## config.mk

```make
export PLATFORM = sky130hd
export DESIGN_NAME = tbdf_ctrl_flat
export DESIGN_NICKNAME = d
export VERILOG_FILES = /design/src/rtl/core/tbdf_pkg.sv /design/src/rtl/core/tbdf_if.sv /design/src/rtl/core/tbdf_ctrl.sv /design/src/flat_wrapper.sv
export SDC_FILE = /design/constraint.sdc
export NUM_CORES = 1
export LEC_CHECK = 0
export BUFFER_PORTS_ARGS = -buffer_cell sky130_fd_sc_hd__buf_2
export CAP_MARGIN = 15
export CORE_ASPECT_RATIO = 0.75
export CORE_MARGIN = 8
export CORE_UTILIZATION = 30
export DETAILED_ROUTE_END_ITERATION = 8
export GPL_TIMING_DRIVEN = 0
export HOLD_SLACK_MARGIN = 0.15
export PLACE_DENSITY_LB_ADDON = 0.3
export REMOVE_ABC_BUFFERS = 1
export SYNTH_ARGS = -nofsm -noshare
export SYNTH_HDL_FRONTEND = slang
export SYNTH_SLANG_ARGS = --single-unit
export TNS_END_PERCENT = 50
```

## constraint.sdc

```tcl
create_clock -name clk -period 13.2 [get_ports clk]
set_input_delay 0.66 -clock clk [delete_from_list [all_inputs] [get_ports clk]]
set_output_delay 0.66 -clock clk [all_outputs]
set_load 0.1 [all_outputs]
```

## src/rtl/core/tbdf_pkg.sv

```systemverilog
// Package for the timed byte delay FIFO: sizes, codes, entry and store request types.
// Shared by the channel interfaces, the entry store and the control module.
package tbdf_pkg;

    localparam int DEPTH       = 2048;
    localparam int PTR_W       = $clog2(DEPTH);
    localparam int CNT_W       = $clog2(DEPTH + 1);
    localparam int STAMP_W     = 16;
    localparam int DELAY_W     = 15;
    localparam int BYTE_W      = 8;
    localparam int CMP_W       = (STAMP_W > DELAY_W) ? STAMP_W : DELAY_W;
    localparam int DELAY_RESET = 2000;

    // Request codes
    localparam logic OP_TICK = 1'b0;
    localparam logic OP_BYTE = 1'b1;

    // Result status codes
    localparam logic ST_RELEASE = 1'b0;
    localparam logic ST_DROP    = 1'b1;

    typedef logic [PTR_W-1:0]   ptr_t;
    typedef logic [CNT_W-1:0]   cnt_t;
    typedef logic [STAMP_W-1:0] stamp_t;
    typedef logic [DELAY_W-1:0] delay_t;
    typedef logic [BYTE_W-1:0]  byte_t;

    typedef struct packed {
        stamp_t stamp;
        byte_t  data;
    } entry_t;

    typedef struct packed {
        logic   rd_en;
        ptr_t   rd_addr0;
        ptr_t   rd_addr1;
        logic   wr_en;
        ptr_t   wr_addr;
        entry_t wr_data;
    } store_req_t;

    typedef struct packed {
        entry_t rd_data0;
        entry_t rd_data1;
    } store_rsp_t;

    // Advance a circular pointer
    function automatic ptr_t ptr_inc(input ptr_t p);
        ptr_t r;
        if (p == PTR_W'(DEPTH - 1))
        begin
            r = '0;
        end
        else
        begin
            r = p + 1'b1;
        end
        return r;
    endfunction

endpackage

```

## src/rtl/core/tbdf_if.sv

```systemverilog
// Valid/ready channel interfaces: input requests, results and the delay register write.
// Depends on tbdf_pkg for field types.
interface tbdf_item_if;
    import tbdf_pkg::*;
    logic  valid;
    logic  ready;
    logic  op;
    byte_t rx_byte;

    modport source (output valid, output op, output rx_byte, input ready);
    modport sink   (input valid, input op, input rx_byte, output ready);
endinterface

interface tbdf_result_if;
    import tbdf_pkg::*;
    logic  valid;
    logic  ready;
    byte_t tx_byte;
    logic  status;

    modport source (output valid, output tx_byte, output status, input ready);
    modport sink   (input valid, input tx_byte, input status, output ready);
endinterface

interface tbdf_cfg_if;
    import tbdf_pkg::*;
    logic   valid;
    logic   ready;
    delay_t delay_ticks;

    modport source (output valid, output delay_ticks, input ready);
    modport sink   (input valid, input delay_ticks, output ready);
endinterface

```

## src/rtl/core/tbdf_ctrl.sv

```systemverilog
// Control for the timed byte delay FIFO: request stage, pointers, tick count, release
// decision and result register. Depends on tbdf_pkg and the channel interfaces.
module tbdf_ctrl
    import tbdf_pkg::*;
(
    input  logic                 clk,
    input  logic                 rst_n,
    tbdf_item_if.sink            item,
    tbdf_result_if.source        result,
    tbdf_cfg_if.sink             cfg,
    output store_req_t           store_req,
    input  store_rsp_t           store_rsp
);

    // Request stage
    logic   item_valid_reg;
    logic   item_op_reg;
    byte_t  item_byte_reg;

    // Read bookkeeping captured when the read issues
    logic   sel_next_reg;
    logic   fwd_valid_reg;
    ptr_t   fwd_addr_reg;
    entry_t fwd_entry_reg;

    // Architectural state
    stamp_t now_reg;
    ptr_t   wp_reg;
    ptr_t   rp_reg;
    cnt_t   held_reg;
    delay_t delay_reg;

    // Result register
    logic   out_valid_reg;
    byte_t  out_byte_reg;
    logic   out_status_reg;

    logic   out_free;
    logic   proc;
    logic   accept;
    entry_t rd_entry;
    entry_t head;
    stamp_t now_next;
    stamp_t age;
    logic   is_byte;
    logic   full;
    logic   do_write;
    logic   do_drop;
    logic   do_rel;
    entry_t wr_entry;
    cnt_t   ptr_span;

    // Handshake: the stage moves when the result register can take its outcome
    assign out_free   = !out_valid_reg || result.ready;
    assign proc       = item_valid_reg && out_free;
    assign item.ready = !item_valid_reg || out_free;
    assign accept     = item.valid && item.ready;
    assign cfg.ready  = 1'b1;

    // Pick the head entry: shift past a release that overlapped the read, forward a late write
    always_comb
    begin
        rd_entry = sel_next_reg ? store_rsp.rd_data1 : store_rsp.rd_data0;
        if (fwd_valid_reg && (fwd_addr_reg == rp_reg))
        begin
            head = fwd_entry_reg;
        end
        else
        begin
            head = rd_entry;
        end
    end

    // Decide the outcome of the staged request
    always_comb
    begin
        now_next = now_reg + 1'b1;
        age      = now_next - head.stamp;
        is_byte  = (item_op_reg == OP_BYTE);
        full     = (held_reg == CNT_W'(DEPTH));
        do_write = proc && is_byte && !full;
        do_drop  = proc && is_byte && full;
        do_rel   = proc && !is_byte && (held_reg != '0)
                   && (CMP_W'(age) >= CMP_W'(delay_reg));
        wr_entry = '{stamp: now_reg, data: item_byte_reg};
    end

    // Drive the store: read head and successor on accept, write on a stored byte
    always_comb
    begin
        store_req.rd_en    = accept;
        store_req.rd_addr0 = rp_reg;
        store_req.rd_addr1 = ptr_inc(rp_reg);
        store_req.wr_en    = do_write;
        store_req.wr_addr  = wp_reg;
        store_req.wr_data  = wr_entry;
    end

    // Hold the staged request
    always_ff @(posedge clk or negedge rst_n)
    begin
        if (!rst_n)
        begin
            item_valid_reg <= 1'b0;
            sel_next_reg   <= 1'b0;
            fwd_valid_reg  <= 1'b0;
        end
        else
        begin
            if (accept)
            begin
                item_valid_reg <= 1'b1;
                sel_next_reg   <= do_rel;
                fwd_valid_reg  <= do_write;
            end
            else if (proc)
            begin
                item_valid_reg <= 1'b0;
            end
        end
    end

    // Capture request payload and forwarding data
    always_ff @(posedge clk)
    begin
        if (accept)
        begin
            item_op_reg   <= item.op;
            item_byte_reg <= item.rx_byte;
            fwd_addr_reg  <= wp_reg;
            fwd_entry_reg <= wr_entry;
        end
    end

    // Advance tick count, pointers and fill count; take delay writes
    always_ff @(posedge clk or negedge rst_n)
    begin
        if (!rst_n)
        begin
            now_reg   <= '0;
            wp_reg    <= '0;
            rp_reg    <= '0;
            held_reg  <= '0;
            delay_reg <= DELAY_W'(DELAY_RESET);
        end
        else
        begin
            if (cfg.valid && cfg.ready)
            begin
                delay_reg <= cfg.delay_ticks;
            end
            if (proc && !is_byte)
            begin
                now_reg <= now_next;
            end
            if (do_write)
            begin
                wp_reg   <= ptr_inc(wp_reg);
                held_reg <= held_reg + 1'b1;
            end
            if (do_rel)
            begin
                rp_reg   <= ptr_inc(rp_reg);
                held_reg <= held_reg - 1'b1;
            end
        end
    end

    // Load the result register, drop it once taken
    always_ff @(posedge clk or negedge rst_n)
    begin
        if (!rst_n)
        begin
            out_valid_reg <= 1'b0;
        end
        else if (proc)
        begin
            out_valid_reg <= do_rel || do_drop;
        end
        else if (result.ready)
        begin
            out_valid_reg <= 1'b0;
        end
    end

    always_ff @(posedge clk)
    begin
        if (proc)
        begin
            out_byte_reg   <= do_drop ? item_byte_reg : head.data;
            out_status_reg <= do_drop ? ST_DROP : ST_RELEASE;
        end
    end

    assign result.valid   = out_valid_reg;
    assign result.tx_byte = out_byte_reg;
    assign result.status  = out_status_reg;

    // Distance from read to write pointer around the ring
    always_comb
    begin
        if (wp_reg >= rp_reg)
        begin
            ptr_span = CNT_W'(wp_reg) - CNT_W'(rp_reg);
        end
        else
        begin
            ptr_span = CNT_W'(DEPTH) - CNT_W'(rp_reg) + CNT_W'(wp_reg);
        end
    end

    a_held_bound: assert property (@(posedge clk) disable iff (!rst_n)
        held_reg <= CNT_W'(DEPTH))
        else $error("fill count beyond store depth");

    a_ptr_span: assert property (@(posedge clk) disable iff (!rst_n)
        (held_reg == ptr_span) || ((held_reg == CNT_W'(DEPTH)) && (ptr_span == '0)))
        else $error("pointers disagree with fill count");

    a_drop_full: assert property (@(posedge clk) disable iff (!rst_n)
        do_drop |-> (held_reg == CNT_W'(DEPTH)) && !do_write)
        else $error("byte dropped while store has room");

    a_rel_count: assert property (@(posedge clk) disable iff (!rst_n)
        do_rel |=> (held_reg == $past(held_reg) - 1'b1) && (rp_reg != $past(rp_reg)))
        else $error("release did not consume the head entry");

endmodule

```

## src/flat_wrapper.sv

```systemverilog
// flat-port wrapper written by rule: the top's interface ports become plain ports
module tbdf_ctrl_flat import tbdf_pkg::*;
  (clk, rst_n, store_req, store_rsp, item_valid, item_op, item_rx_byte, item_ready, result_valid, result_tx_byte, result_status, result_ready, cfg_valid, cfg_delay_ticks, cfg_ready);
  tbdf_item_if item_i ();
  tbdf_result_if result_i ();
  tbdf_cfg_if cfg_i ();
  input  logic clk;
  input  logic rst_n;
  output store_req_t store_req;
  input  store_rsp_t store_rsp;
  input wire logic [$bits(item_i.valid)-1:0] item_valid;
  input wire logic [$bits(item_i.op)-1:0] item_op;
  input wire logic [$bits(item_i.rx_byte)-1:0] item_rx_byte;
  output wire logic [$bits(item_i.ready)-1:0] item_ready;
  output wire logic [$bits(result_i.valid)-1:0] result_valid;
  output wire logic [$bits(result_i.tx_byte)-1:0] result_tx_byte;
  output wire logic [$bits(result_i.status)-1:0] result_status;
  input wire logic [$bits(result_i.ready)-1:0] result_ready;
  input wire logic [$bits(cfg_i.valid)-1:0] cfg_valid;
  input wire logic [$bits(cfg_i.delay_ticks)-1:0] cfg_delay_ticks;
  output wire logic [$bits(cfg_i.ready)-1:0] cfg_ready;
  assign item_i.valid = item_valid;
  assign item_i.op = item_op;
  assign item_i.rx_byte = item_rx_byte;
  assign item_ready = item_i.ready;
  assign result_valid = result_i.valid;
  assign result_tx_byte = result_i.tx_byte;
  assign result_status = result_i.status;
  assign result_i.ready = result_ready;
  assign cfg_i.valid = cfg_valid;
  assign cfg_i.delay_ticks = cfg_delay_ticks;
  assign cfg_ready = cfg_i.ready;
  tbdf_ctrl u_core (.clk(clk), .rst_n(rst_n), .item(item_i), .result(result_i), .cfg(cfg_i), .store_req(store_req), .store_rsp(store_rsp));
endmodule
```

==> metrics.yaml <==
antenna_found_initial: 1
hold_path.class: "in -> reg"
grt_most_used_layer: "met2"
cts-resized-gates: 0
skew_ns: 0.00893
grt_overflow: 0
numCtsBuffers: 17
worstSetupPathType: "reg -> reg"
slowest_stage: "or3_2"
path_clk_slew_ns: 0.06
setup_slack_ns: 4.43
synth_edf_count: 53
grt_use_met2_pct: 20.7
postRouteAntennaNets: 0
ys_seq_elements: 122
coreArea_um2: 23700
worstPathRequired_ns: 13.50
use_met1_pct: 16.8
cts_root_buffer: "clkbuf_16"
period_minus_slack_ns: 8.77
p_leak_uw: 0.00404
drive_above_1_share_pct: 25.3
first_pass_iters: 4
critPathLaunchType: "flop"
cap_violations: 0
yosysUniqueCellTypes: 57
tns_ns: 0
crit_arrival_ns: 9.07
max_slew_margin_pct: 22.3
instances_no_fill: 1154
worstPathMaxFanout: 47
syn_avg_cell_area_um2: 10.4
synth_flop_cell: "dfrtp_1"
max_slew.worst_pin.slew_ns: 1.16
cts_max_level: 4
post-route-period-util_pct: 66.4
rsz0062_at_grt: "no"
slew_violations: 0
pwr-share-seq_pct: 29.3
peakVddDrop_uv: 227
grt_max_degree: 56
area_delta_synth_final_pct: 23.5
comb_power_share_pct: 44.2
use_met3_pct: 4.31
viasPerCell: 4.65
largest_reg_flops: 24
synth_area_um2: 7160
max_stage_delay_ns: 0.82
max_freq_mhz: 114
grt_pass1_vias: 5557
synthArstFlopShare_pct: 56.6
whs_ns: 0.409
die_w_um: 194
cp-end-kind: "flop"
yosysSeqAreaShare_pct: 46.5
place.gp.congestion: 0.758
power.total_uw: 1880
wire_per_inst_um: 16.0
hold_violations: 0
yosysWarnings: 0
n_fill_cell: 2359
numPlacedInstances: 1119
p_int_uw: 1050
track_usage_pct: 13.0
fp.dieArea_um2: 29100
vias: 5363
p_switching_uw: 823
drt_iter0_markers: 295
clock_latency_ns: 0.42
drc: 0
cts_tree: "done"
fin_nets: 957
post-place-ws_ns: 4.57
swShare_pct: 43.9
cts_buffer_depth: 2
netlist_instances: 689
ioPinCount: 148
status: "complete, no violations"
wirelength_mm: 18.5
port_buffers: 146
p_per_area_nw_per_um2: 212
setup_violations: 0
die_h_um: 150
dpl.hpwl_mm: 13.7
pwr-share-clk_pct: 26.5
rows: 49
cts_sinks: 122
start_util_pct: 30.2
grt_pass1_wl_mm: 29.9
path summary, 6_finish.rpt:
path | startpoint | slack, ns | end | cells after the start
worst max register to register | u_core.rp_reg[0] | 4.43 | u_core.held_reg[11] | 27
worst min-delay path | item_rx_byte[3] | 0.41 | u_core.item_byte_reg[3] | 1
max in group asynchronous | rst_n | 11.98 | u_core.sel_next_reg | 3
min in group asynchronous | rst_n | 0.65 | u_core.delay_reg[13] | 2
worst max-delay path | u_core.rp_reg[0] | 4.43 | u_core.held_reg[11] | 27
worst min register to register | u_core.item_byte_reg[5] | 0.48 | u_core.fwd_entry_reg[5] | 0
placed cells by master, fill, tap and decap left out, types with 11 or more instances in the layout:
| cell type | instances |
|---|---|
| dfrtp_1 | 62 |
| o21ai_0 | 66 |
| a21oi_1 | 23 |
| mux2i_1 | 26 |
| nor2_1 | 41 |
| nand3_1 | 18 |
| edfxtp_1 | 53 |
| nand4_1 | 11 |
| and3_1 | 13 |
| clkbuf_16 | 17 |
| nand2_1 | 81 |
| xnor2_1 | 52 |
| buf_2 | 145 |
| ha_1 | 44 |
| xor2_1 | 26 |
| inv_1 | 28 |
power groups by stage:
stage | clock network (uW) | registers [uW] | logic, uW
detailed placement | 0 | 557 | 830
floorplan | 0 | 735 | 483
global placement | 0 | 556 | 819
global route | 528 | 562 | 908
finish | 497 | 550 | 829
CTS | 509 | 551 | 835
Yosys cell counts (3+ instances only):
master / number / share of area (%)
nand2_1: 81 / 4.2
o21ai_0: 66 / 4.6
dfrtp_1: 63 / 22
edfxtp_1: 53 / 22
xnor2_1: 52 / 6.4
ha_1: 44 / 7.7
nor2_1: 41 / 2.2
inv_1: 29 / 1.5
mux2i_1: 26 / 3.6
xor2_1: 26 / 3.2
a21oi_1: 23 / 1.6
clkbuf_1: 18 / 0.94
nand3_1: 18 / 1.3
and3_1: 13 / 1.1
nand4_1: 11 / 0.96
nand2b_1: 10 / 0.87
a21o_1: 8 / 0.84
mux2_2: 8 / 1.3
mux2_4: 8 / 1.7
nor3_1: 8 / 0.56
o211ai_1: 8 / 0.84
nor2b_1: 7 / 0.61
dfstp_2: 6 / 2.2
a211oi_1: 5 / 0.52
nor4_1: 5 / 0.44
buf_4: 4 / 0.42
nand3b_1: 4 / 0.42
a31oi_1: 3 / 0.26
and2_1: 3 / 0.26
o2111ai_1: 3 / 0.37
o21a_1: 3 / 0.31
o31ai_1: 3 / 0.31
routing by layer:
layer | vias to the layer above | part of all wire, %
met2 | 116 | 45
met5 | - | 0.065
met1 | 2489 | 48
li1 | 2739 | -
met4 | 2 | 0.84
met3 | 17 | 5.8
timing repair:
action / in CTS / in global routing
hold buffers: 1 / 0
endpoints found under the hold margin: 8 / 0
buffers inserted: 0 / 0
critical path, delay by kind of cell, from the launching register on:
family / cells / cell delay (ns)
fa+ha+maj: 3 / 0.93
buf+inv: 1 / 0.38
flops: 1 / 0.46
compound gates: 13 / 4.30
xor+xnor: 1 / 0.33
simple gates: 9 / 2.23
stage by stage:
stage | util (%) | area [um^2]
2_1_floorplan | - | 7030
3_3_place_gp | 34.3 | 8140
3_5_place_dp | 34.5 | 8190
4_1_cts | 37.2 | 8830
5_1_grt | 37.2 | 8830
6_report | 37.2 | 8840
final cells by class:
cell class                 instances  area (um^2)  share of cell area, %
multi-input combinational        514         3590                   40.7
clock inverter                    15          198                   2.24
inverter                          29          109                   1.23
tap                              306          383                   4.33
sequential                       122         3330                   37.7
clock buffer                      17          425                   4.81
antenna                            1         2.50                 0.0283
timing repair buffer             150          798                   9.03
cells by family after synthesis:
group	synth area share (%)
other	0.0524
XOR/XNOR	9.77
buffers and inverters	3.32
multiplexers	6.57
AO/OA/AOI/OAI	11.1
flip-flops	46.5
adder cells (fa/ha/maj)	8.25
AND/OR/NAND/NOR	14.5
Power figures use the tool's default switching activity.
